**config.mk**
```make
export PLATFORM = sky130hd
export DESIGN_NAME = annexb_nal_splitter_flat
export DESIGN_NICKNAME = d
export VERILOG_FILES = /design/src/design/annexb_pkg.sv /design/src/design/annexb_in_if.sv /design/src/design/annexb_out_if.sv /design/src/design/annexb_nal_splitter.sv /design/src/flat_wrapper.sv
export VERILOG_INCLUDE_DIRS = /design/src /design/src/design
export SDC_FILE = /design/constraint.sdc
export NUM_CORES = 1
export LEC_CHECK = 0
export BUFFER_PORTS_ARGS = -buffer_cell sky130_fd_sc_hd__buf_2
export CORE_ASPECT_RATIO = 1.5
export CORE_MARGIN = 2
export CORE_UTILIZATION = 35
export DETAILED_ROUTE_END_ITERATION = 8
export PLACE_DENSITY = 0.52
export SYNTH_ARGS = -nofsm -noshare
export SYNTH_HDL_FRONTEND = slang
export SYNTH_SLANG_ARGS = --single-unit
```
**constraint.sdc**
```tcl
create_clock -name clk -period 8.15 [get_ports clk]
set_clock_uncertainty 0.05 [all_clocks]
set_input_delay 1.63 -clock clk [delete_from_list [all_inputs] [get_ports clk]]
set_output_delay 1.63 -clock clk [all_outputs]
set_load 0.05 [all_outputs]
```
**src/design/assert_macros.svh**
```systemverilog
// assertion macros shared by the rtl files
// no dependencies; each macro samples on clk and is disabled while rst_n is low
`ifndef ASSERT_MACROS_SVH
`define ASSERT_MACROS_SVH

// property holds at every clock edge out of reset
`define ASSERT_CLK(label, prop, msg) \
  label: assert property (@(posedge clk) disable iff (!rst_n) (prop)) else $error(msg);

// antecedent at one edge implies consequent at the next edge
`define ASSERT_NEXT(label, ante, cons, msg) \
  label: assert property (@(posedge clk) disable iff (!rst_n) (ante) |=> (cons)) \
    else $error(msg);

`endif

```
**src/design/annexb_pkg.sv**
```systemverilog
// shared types and constants for the annex b nal splitter
// no dependencies; used by the channel interfaces and the top level
package annexb_pkg;

  localparam int BYTE_W          = 8;
  localparam int TYPE_W          = 5;
  localparam int LEN_W           = 24;
  localparam int LENGTH_BITS_DEF = 24;
  localparam int MAX_RES         = 5;
  localparam int RES_CNT_W       = 3;

  localparam logic [BYTE_W-1:0] TYPE_MASK  = 8'h1f;
  localparam logic [BYTE_W-1:0] BYTE_ZERO  = 8'h00;
  localparam logic [BYTE_W-1:0] BYTE_ONE   = 8'h01;
  localparam logic [LEN_W-1:0]  LEN_MAX    = {LEN_W{1'b1}};

  typedef struct packed {
    logic                byte_valid;
    logic [BYTE_W-1:0]   out_byte;
    logic                first_of_unit;
    logic                last_of_unit;
    logic [TYPE_W-1:0]   unit_type;
    logic [LEN_W-1:0]    unit_length;
    logic                run_last;
    logic                no_start_code;
  } res_t;

endpackage

```
**src/design/annexb_in_if.sv**
```systemverilog
// input byte channel of the annex b nal splitter
// depends on annexb_pkg for field widths
interface annexb_in_if;
  import annexb_pkg::*;

  logic              valid;
  logic              ready;
  logic [BYTE_W-1:0] in_byte;
  logic              unit_end;

  modport source(output valid, in_byte, unit_end, input ready);
  modport sink(input valid, in_byte, unit_end, output ready);
endinterface

```
**src/design/annexb_out_if.sv**
```systemverilog
// result channel of the annex b nal splitter
// depends on annexb_pkg for field widths
interface annexb_out_if;
  import annexb_pkg::*;

  logic              valid;
  logic              ready;
  logic              byte_valid;
  logic [BYTE_W-1:0] out_byte;
  logic              first_of_unit;
  logic              last_of_unit;
  logic [TYPE_W-1:0] unit_type;
  logic [LEN_W-1:0]  unit_length;
  logic              run_last;
  logic              no_start_code;

  modport source(output valid, byte_valid, out_byte, first_of_unit, last_of_unit,
                 unit_type, unit_length, run_last, no_start_code, input ready);
  modport sink(input valid, byte_valid, out_byte, first_of_unit, last_of_unit,
               unit_type, unit_length, run_last, no_start_code, output ready);
endinterface

```
**src/design/annexb_nal_splitter.sv**
```systemverilog
// annex b start code splitter, top level
// depends on annexb_pkg, annexb_in_if, annexb_out_if and assert_macros.svh
//
// usage:
//   in_ch carries one byte of a decode unit per transfer, unit_end on its final
//   byte. out_ch carries payload bytes split at 00 00 01 / 00 00 00 01 start
//   codes, with first/last marks, the unit type and, on the last byte, the
//   saturating unit length. run_last marks the final result of one input byte;
//   a byte that closes a decode unit with nothing to emit gives one status
//   result (byte_valid low) carrying no_start_code.
// path: a result passes from its input transfer through the input register,
//   then the result buffer.
// throughput: one byte per cycle while each byte yields at most one result and
//   out_ch.ready stays high. A byte yielding more results (up to five) holds the
//   input stage until the five-entry result buffer drains, one entry per transfer.
// reset: rst_n low clears both stages and returns the parser to searching.
// stall: with out_ch.ready low the buffer holds its entries, the input register
//   fills, and in_ch.ready drops until the buffer can take the next byte.
module annexb_nal_splitter #(
  parameter int LENGTH_BITS = annexb_pkg::LENGTH_BITS_DEF
) (
  input logic            clk,
  input logic            rst_n,
  annexb_in_if.sink      in_ch,
  annexb_out_if.source   out_ch
);
  import annexb_pkg::*;
  `include "assert_macros.svh"

  localparam int WIDE_W = (LENGTH_BITS > LEN_W) ? LENGTH_BITS : LEN_W;
  localparam logic [LENGTH_BITS-1:0] CNT_MAX = {LENGTH_BITS{1'b1}};

  // input register
  logic              in_v_r;
  logic [BYTE_W-1:0] in_byte_r;
  logic              in_end_r;

  // parser state
  logic                   inside_r;
  logic [1:0]             zr_r;
  logic                   hv_r;
  logic [BYTE_W-1:0]      held_byte_r;
  logic                   held_first_r;
  logic [TYPE_W-1:0]      cur_type_r;
  logic [LENGTH_BITS-1:0] bc_r;
  logic                   code_seen_r;

  // result buffer
  res_t                 buf_r [MAX_RES];
  logic [RES_CNT_W-1:0] cnt_r;
  logic [RES_CNT_W-1:0] rd_idx_r;

  logic out_fire, buf_free, proc;

  assign out_fire = out_ch.valid && out_ch.ready;
  assign buf_free = (rd_idx_r == cnt_r) ||
                    (out_fire && (rd_idx_r + RES_CNT_W'(1) == cnt_r));
  assign proc     = in_v_r && buf_free;
  assign in_ch.ready = !in_v_r || proc;

  always_ff @(posedge clk) begin
    if (!rst_n) begin
      in_v_r <= 1'b0;
    end else if (in_ch.ready) begin
      in_v_r <= in_ch.valid;
    end
  end

  always_ff @(posedge clk) begin
    if (in_ch.valid && in_ch.ready) begin
      in_byte_r <= in_ch.in_byte;
      in_end_r  <= in_ch.unit_end;
    end
  end

  // parse step
  logic                   is_zero, is_one, found, case_b, case_c, case_d;
  logic                   m_h, end_act, e_h, missing;
  logic [1:0]             m_z, nzr, e_z;
  logic [RES_CNT_W-1:0]   mcnt, total, res_cnt_nxt;
  logic                   nh_v, nh_first;
  logic [BYTE_W-1:0]      nh_byte;
  logic [BYTE_W-1:0]      slot_byte [MAX_RES];
  logic                   slot_first [MAX_RES];
  logic [LENGTH_BITS-1:0] slot_cnt [MAX_RES];
  logic [LENGTH_BITS:0]   sum_tmp;
  logic [WIDE_W-1:0]      wide_cnt;
  logic [TYPE_W-1:0]      type_all;
  logic                   first0;
  res_t                   res_nxt [MAX_RES];

  logic                   inside_nxt, hv_nxt, held_first_nxt, code_seen_nxt;
  logic [1:0]             zr_nxt;
  logic [BYTE_W-1:0]      held_byte_nxt;
  logic [TYPE_W-1:0]      cur_type_nxt;
  logic [LENGTH_BITS-1:0] bc_nxt;

  always_comb begin
    is_zero = (in_byte_r == BYTE_ZERO);
    is_one  = (in_byte_r == BYTE_ONE);
    found   = !inside_r && is_one && zr_r[1];
    case_b  = inside_r && is_one && zr_r[1];
    case_c  = inside_r && is_zero;
    case_d  = inside_r && !is_zero && !case_b;

    m_h  = inside_r && hv_r && !(case_c && zr_r != 2'd3);
    m_z  = case_d ? zr_r : 2'd0;
    mcnt = RES_CNT_W'(m_h) + RES_CNT_W'(m_z);

    // held slot and pending zeros after the main part of the step
    nh_v     = hv_r;
    nh_byte  = held_byte_r;
    nh_first = held_first_r;
    nzr      = zr_r;
    if (!inside_r) begin
      if (found) begin
        nh_v = 1'b0;
        nzr  = 2'd0;
      end else if (is_zero) begin
        nzr = (zr_r == 2'd3) ? zr_r : zr_r + 2'd1;
      end else begin
        nzr = 2'd0;
      end
    end else if (case_b) begin
      nh_v = 1'b0;
      nzr  = 2'd0;
    end else if (case_c) begin
      if (zr_r != 2'd3) begin
        nzr = zr_r + 2'd1;
      end else begin
        nh_v     = 1'b1;
        nh_byte  = BYTE_ZERO;
        nh_first = (bc_r == '0) && !m_h;
      end
    end else begin
      nh_v     = 1'b1;
      nh_byte  = in_byte_r;
      nh_first = (bc_r == '0) && (mcnt == '0);
      nzr      = 2'd0;
    end

    // flush at decode unit end
    end_act = in_end_r && (inside_r || found) && !case_b;
    e_h     = end_act && nh_v;
    e_z     = end_act ? nzr : 2'd0;
    total   = mcnt + RES_CNT_W'(e_h) + RES_CNT_W'(e_z);
    missing = !(code_seen_r || found);
    res_cnt_nxt = (total == '0) ? RES_CNT_W'(in_end_r) : total;

    for (int k = 0; k < MAX_RES; k++) begin
      if (RES_CNT_W'(k) < RES_CNT_W'(m_h)) begin
        slot_byte[k]  = held_byte_r;
        slot_first[k] = held_first_r;
      end else if (RES_CNT_W'(k) < mcnt + RES_CNT_W'(e_h) &&
                   RES_CNT_W'(k) >= mcnt) begin
        slot_byte[k]  = nh_byte;
        slot_first[k] = nh_first;
      end else begin
        slot_byte[k]  = BYTE_ZERO;
        slot_first[k] = (k == 0) && (bc_r == '0);
      end
      sum_tmp = {1'b0, bc_r} + (LENGTH_BITS+1)'(k + 1);
      slot_cnt[k] = (sum_tmp > {1'b0, CNT_MAX}) ? CNT_MAX : sum_tmp[LENGTH_BITS-1:0];
    end

    // a first mark can only land on the first result of a step
    first0   = (total != '0) && slot_first[0];
    type_all = first0 ? slot_byte[0][TYPE_W-1:0] & TYPE_MASK[TYPE_W-1:0] : cur_type_r;

    for (int k = 0; k < MAX_RES; k++) begin
      wide_cnt = WIDE_W'(slot_cnt[k]);
      res_nxt[k].byte_valid    = 1'b1;
      res_nxt[k].out_byte      = slot_byte[k];
      res_nxt[k].first_of_unit = slot_first[k];
      res_nxt[k].last_of_unit  = (RES_CNT_W'(k) == total - RES_CNT_W'(1)) &&
                                 (case_b || end_act);
      res_nxt[k].unit_type     = type_all;
      res_nxt[k].unit_length   = res_nxt[k].last_of_unit ?
                                 ((wide_cnt > WIDE_W'(LEN_MAX)) ? LEN_MAX
                                                                : wide_cnt[LEN_W-1:0])
                                 : '0;
      res_nxt[k].run_last      = (RES_CNT_W'(k) == total - RES_CNT_W'(1));
      res_nxt[k].no_start_code = res_nxt[k].run_last && in_end_r && missing;
    end
    if (total == '0) begin
      res_nxt[0]               = '0;
      res_nxt[0].run_last      = 1'b1;
      res_nxt[0].no_start_code = missing;
    end

    // next parser state
    if (in_end_r) begin
      inside_nxt     = 1'b0;
      code_seen_nxt  = 1'b0;
      zr_nxt         = 2'd0;
      hv_nxt         = 1'b0;
      held_byte_nxt  = BYTE_ZERO;
      held_first_nxt = 1'b0;
      cur_type_nxt   = '0;
      bc_nxt         = '0;
    end else begin
      inside_nxt     = inside_r || found;
      code_seen_nxt  = code_seen_r || found;
      zr_nxt         = nzr;
      hv_nxt         = nh_v;
      held_byte_nxt  = (found || case_b) ? BYTE_ZERO : nh_byte;
      held_first_nxt = (found || case_b) ? 1'b0 : nh_first;
      if (found || case_b) begin
        cur_type_nxt = '0;
        bc_nxt       = '0;
      end else begin
        cur_type_nxt = type_all;
        bc_nxt       = (mcnt == '0) ? bc_r : slot_cnt[mcnt - RES_CNT_W'(1)];
      end
    end
  end

  always_ff @(posedge clk) begin
    if (!rst_n) begin
      inside_r     <= 1'b0;
      zr_r         <= 2'd0;
      hv_r         <= 1'b0;
      held_byte_r  <= BYTE_ZERO;
      held_first_r <= 1'b0;
      cur_type_r   <= '0;
      bc_r         <= '0;
      code_seen_r  <= 1'b0;
    end else if (proc) begin
      inside_r     <= inside_nxt;
      zr_r         <= zr_nxt;
      hv_r         <= hv_nxt;
      held_byte_r  <= held_byte_nxt;
      held_first_r <= held_first_nxt;
      cur_type_r   <= cur_type_nxt;
      bc_r         <= bc_nxt;
      code_seen_r  <= code_seen_nxt;
    end
  end

  // result buffer: loaded whole, drained one entry per transfer
  always_ff @(posedge clk) begin
    if (!rst_n) begin
      cnt_r    <= '0;
      rd_idx_r <= '0;
    end else if (proc) begin
      cnt_r    <= res_cnt_nxt;
      rd_idx_r <= '0;
    end else if (out_fire) begin
      rd_idx_r <= rd_idx_r + RES_CNT_W'(1);
    end
  end

  always_ff @(posedge clk) begin
    if (proc) begin
      for (int k = 0; k < MAX_RES; k++) begin
        buf_r[k] <= res_nxt[k];
      end
    end
  end

  res_t cur_res;
  assign cur_res = buf_r[rd_idx_r];

  assign out_ch.valid         = (rd_idx_r != cnt_r);
  assign out_ch.byte_valid    = cur_res.byte_valid;
  assign out_ch.out_byte      = cur_res.out_byte;
  assign out_ch.first_of_unit = cur_res.first_of_unit;
  assign out_ch.last_of_unit  = cur_res.last_of_unit;
  assign out_ch.unit_type     = cur_res.unit_type;
  assign out_ch.unit_length   = cur_res.unit_length;
  assign out_ch.run_last      = cur_res.run_last;
  assign out_ch.no_start_code = cur_res.no_start_code;

  `ASSERT_CLK(a_idx_in_range, rd_idx_r <= cnt_r && cnt_r <= RES_CNT_W'(MAX_RES),
              "result buffer index out of range")
  `ASSERT_CLK(a_run_last_at_tail,
              !out_ch.valid || (out_ch.run_last == (rd_idx_r + RES_CNT_W'(1) == cnt_r)),
              "run_last not on the final buffered result")
  `ASSERT_NEXT(a_stalled_input_holds, in_v_r && !proc,
               in_v_r && $stable(in_byte_r) && $stable(in_end_r),
               "input register changed while waiting for the buffer")
  `ASSERT_NEXT(a_end_resets_parser, proc && in_end_r,
               !inside_r && !code_seen_r && !hv_r && zr_r == 2'd0,
               "parser state not cleared after decode unit end")
endmodule
```
**src/flat_wrapper.sv**
```systemverilog
// flat-port wrapper written by rule: the top's interface ports become plain ports
module annexb_nal_splitter_flat import annexb_pkg::*;
#(
  parameter int LENGTH_BITS = annexb_pkg::LENGTH_BITS_DEF
)
  (clk, rst_n, in_ch_valid, in_ch_in_byte, in_ch_unit_end, in_ch_ready, out_ch_valid, out_ch_byte_valid, out_ch_out_byte, out_ch_first_of_unit, out_ch_last_of_unit, out_ch_unit_type, out_ch_unit_length, out_ch_run_last, out_ch_no_start_code, out_ch_ready);
  annexb_in_if in_ch_i ();
  annexb_out_if out_ch_i ();
  input logic clk;
  input logic rst_n;
  input wire logic [$bits(in_ch_i.valid)-1:0] in_ch_valid;
  input wire logic [$bits(in_ch_i.in_byte)-1:0] in_ch_in_byte;
  input wire logic [$bits(in_ch_i.unit_end)-1:0] in_ch_unit_end;
  output wire logic [$bits(in_ch_i.ready)-1:0] in_ch_ready;
  output wire logic [$bits(out_ch_i.valid)-1:0] out_ch_valid;
  output wire logic [$bits(out_ch_i.byte_valid)-1:0] out_ch_byte_valid;
  output wire logic [$bits(out_ch_i.out_byte)-1:0] out_ch_out_byte;
  output wire logic [$bits(out_ch_i.first_of_unit)-1:0] out_ch_first_of_unit;
  output wire logic [$bits(out_ch_i.last_of_unit)-1:0] out_ch_last_of_unit;
  output wire logic [$bits(out_ch_i.unit_type)-1:0] out_ch_unit_type;
  output wire logic [$bits(out_ch_i.unit_length)-1:0] out_ch_unit_length;
  output wire logic [$bits(out_ch_i.run_last)-1:0] out_ch_run_last;
  output wire logic [$bits(out_ch_i.no_start_code)-1:0] out_ch_no_start_code;
  input wire logic [$bits(out_ch_i.ready)-1:0] out_ch_ready;
  assign in_ch_i.valid = in_ch_valid;
  assign in_ch_i.in_byte = in_ch_in_byte;
  assign in_ch_i.unit_end = in_ch_unit_end;
  assign in_ch_ready = in_ch_i.ready;
  assign out_ch_valid = out_ch_i.valid;
  assign out_ch_byte_valid = out_ch_i.byte_valid;
  assign out_ch_out_byte = out_ch_i.out_byte;
  assign out_ch_first_of_unit = out_ch_i.first_of_unit;
  assign out_ch_last_of_unit = out_ch_i.last_of_unit;
  assign out_ch_unit_type = out_ch_i.unit_type;
  assign out_ch_unit_length = out_ch_i.unit_length;
  assign out_ch_run_last = out_ch_i.run_last;
  assign out_ch_no_start_code = out_ch_i.no_start_code;
  assign out_ch_i.ready = out_ch_ready;
  annexb_nal_splitter #(.LENGTH_BITS(LENGTH_BITS)) u_core (.clk(clk), .rst_n(rst_n), .in_ch(in_ch_i), .out_ch(out_ch_i));
endmodule
```
==> results.md <==
- Status: completed
- Master cell of the clock root buffer: clkbuf_16
- Setup tns final: 0 ps
- Worst Path Arrival: 6490 ps
- Worst-skew pair later-pin latency: 580 ps
- Stage delay of the slowest cell on the critical path: 810 ps
- Most frequent standard cell in the layout excluding fill and tap cells: edfxtp_1
- Worst Tran Pin Value: roughly 1300 ps
- Cell row count: 94
- Clock tree from TritonCTS: done
- Final number of setup-violating endpoints: 0
- I/O Buffers: 56
- Category of the most critical setup path: reg -> reg
- DR vias: 13.6k
- Synth Flop Type: edfxtp_1
- Antenna cells: 0
- Post-synth design cell area: between 15000 and 20000 um^2
- Final non-filler cell total: 2174
- Leakage Power: around 0.0053 uW
- Final instance area: approximately 17000 um^2
- First drt pass iteration count: 7
- Sum of overflow across all layers after global routing: 0
- Worst path slowest cell: nand2_1
- Net count of the finished layout: between 1.5k and 2k
- Relative slew slack: approximately 15%
- Die area: 45800 um^2
- Cell area power density: 180 nW/um^2
- Cell with the most instances on the worst path: ha_1
- Synth top area share: 38.9%
- Final critical delay including setup and external delays: 6180 ps
- FF-to-FF path depth: 16
- Final worst setup slack: approximately 2000 ps
- Final weighted congestion in routability-driven placement: about 1.1
- Combinational power share: under 10%
- Pin count of the biggest net entering global routing: 131
- GR Util All Layers: roughly 28%
- Clock slew at the register clock pins of the worst setup and hold paths: about 70 ps
- Sequential area share after synthesis: a little under half
- Top library cells by usage in the layout, fill and taps aside: edfxtp_1, nor2_1, a21oi_1
- Data required time at the worst endpoint: between 8000 and 9000 ps
- Global-route wire length before repair: 91900 um
- Horizontal die dimension: around 180 um
- CP delay by family, top: simple AND/OR/NAND/NOR gates
- Effective utilization at floorplan: around a third
- RSZ-0062 raised after global routing: false
- FF+latch count, synth: ~250
- Number of synthesized flops with an enable pin: 200
- Clock Path Buffers: 3
- Worst ir drop on vdd: ~0.00011 V
- # hold bufs at CTS: 0
- Core Footprint: ~44000 um^2
- Pre-CTS setup slack: approximately 2100 ps
- Flop pwr share: a little under half
- Hold Path Depth: 2
- Cell accounting for the most synthesized area: edfxtp_1
- Share of layout cells above drive strength 1: between 15 and 20%
- Vias in the first global route: between 10k and 15k
- Post-synth cell types: 77
- Top post-synthesis cells by area: edfxtp_1, dfxtp_1, a21oi_1
- Fmax: around 0.16 GHz
- Detailed router's first-iteration violation count: between 1k and 1.5k
- Number of nets in the synthesized netlist: 1607
- Placement Cell Area: about 16000 um^2
- Routed wire length: roughly 64000 um
- Clock sink count: 253
- Final clock period utilization by the worst path: about 76%
- Startpoint type of the worst setup path: flip-flop
- Internal portion of total power: about 2400 uW
- Total CTS buffers: 26
- Total of max-cap violations: 0
- Number of DRC violations after detailed routing: 0
- Share of power burned in the clock network: a little over two fifths
- Routed len/inst: ~30 um
- Setup crit end kind: flip-flop
- Post-Synthesis Cells: approximately 1.6k
- Share of flip-flops with an asynchronous set or reset after synthesis: 0%
- Flop2flop setup slack: about 2000 ps
- Number of levels the H-tree was split into: 1
- Yosys warns: 0
- CP cell instances: nor4_1 -> nand3b_1 -> and3_1 -> and2_1 -> ha_1 -> buf_4 -> ha_1 -> inv_1 -> fa_1 -> inv_1 -> fa_1 -> nor2_1 -> ha_1 -> nor3b_1 -> nand2_1 -> a31oi_1
- Die H: between 200 and 300 um
- Count of pins on the block boundary: 57
- Number of slew-limit violations in the final report: 0
- Area overhead of the layout relative to synthesis: 12.1%
- Post-route core utilization: between 30% and 40%
- Mapped Avg Cell Area: slightly below 10 um^2
- Drt via density: between 6 and 7
- Number of logic stages on the critical path including buffering: 16
- Switching Fraction: 24.4%
- Setup bufs post-CTS: 0
- Post-CTS Resized: 0
- Worst Path Max Fanout: 25
- # placed instances: 2126
- Crit path buffers/inverters: 3
- Final Hold Vio Count: 0
- Number of nets with antenna violations after routing: 0
- Antenna violations before repair: 0
- HPWL Detailed: ~46000 um
- Switching power total: about 760 uW
- Hold Path Class: reg -> reg
[final timing paths]
check / start / end
worst min register to register: u_core.cur_type_r[1] / u_core.cur_type_r[1]
worst min-delay path: u_core.cur_type_r[1] / u_core.cur_type_r[1]
worst max-delay path: u_core.in_byte_r[5] / u_core.buf_r[3][16]
worst max register to register: u_core.in_byte_r[5] / u_core.buf_r[3][16]
[power by group through the flow]
stage	clock [uW]	sequential, uW	combinational [uW]
after floorplan	0	1520	209
after global placement	0	1520	275
after detailed placement	0	1520	276
after CTS	1370	1490	277
after global routing	1410	1500	288
final	1350	1490	271
[synthesized netlist by cell type, types with 15 or more instances]
cell type and count:
a21oi_1 167, a22oi_1 16, a31oi_1 33, and2_1 24, buf_2 15, clkbuf_1 86
dfxtp_1 53, edfxtp_1 200, ha_1 24, inv_1 26, mux2_2 42, mux4_2 36
nand2_1 111, nand3_1 35, nand4_1 26, nor2_1 174, nor3_1 58, nor4_1 31
o21ai_0 61, o22ai_1 15, or4_1 17, xnor2_1 60, xor2_1 28
[layer usage]
metal	share of wire, %	vias up	global-route usage (%)
met5	0	-	0
met4	8.6	0	20.7
met3	7.2	263	4.34
met2	50	725	48.4
met1	34	6649	30.0
li1	-	5915	-
[sequential cells by signal, indices dropped and copies added, names as in the netlist, named ones only]
register,flops
u_core.inside_r,1
u_core.cnt_r,3
u_core.held_first_r,1
u_core.in_end_r,1
u_core.in_byte_r,8
u_core.buf_r,191
u_core.rd_idx_r,3
u_core.hv_r,1
u_core.zr_r,2
u_core.cur_type_r,5
u_core.bc_r,24
u_core.in_v_r,1
u_core.code_seen_r,1
u_core.held_byte_r,8
[stage by stage]
step | hold slack [ps] | total power, uW
floorplan | 376 | 1730
global placement | 386 | 1790
detailed placement | 397 | 1790
CTS | 412 | 3140
global route | 447 | 3200
finish | 407 | 3110
[worst reg2reg max path: stages, from the launching register on]
cell and delay [ps]:
edfxtp_1 410, nor4_1 570, nand3b_1 330, and3_1 390
and2_1 210, ha_1 270, buf_4 260, ha_1 200
inv_1 50, fa_1 500, inv_1 90, fa_1 630
nor2_1 80, ha_1 330, nor3b_1 320, nand2_1 810
a31oi_1 470
[layout make-up]
cell class                      count  area [um^2]
Tap cell                          576          721
Clock buffer                       31          699
Multi-Input combinational cell   1160         7780
Sequential cell                   253         7070
Timing Repair Buffer              105          648
Clock inverter                     17          265
Fill cell                        4358        26400
Inverter                           32          128
[cell families (layout without fill, tap and decap cells)]
kind of cell	after synthesis	count (layout)	synth area share, %
AO/OA/AOI/OAI	403	403	15.8
adder cells (fa/ha/maj)	27	27	2.33
buffers and inverters	154	185	4.11
AND/OR/NAND/NOR	559	559	18.2
multiplexers	82	82	8.58
XOR/XNOR	89	89	5.14
flip-flops	253	253	45.8
(Power assumes the default switching activity.)
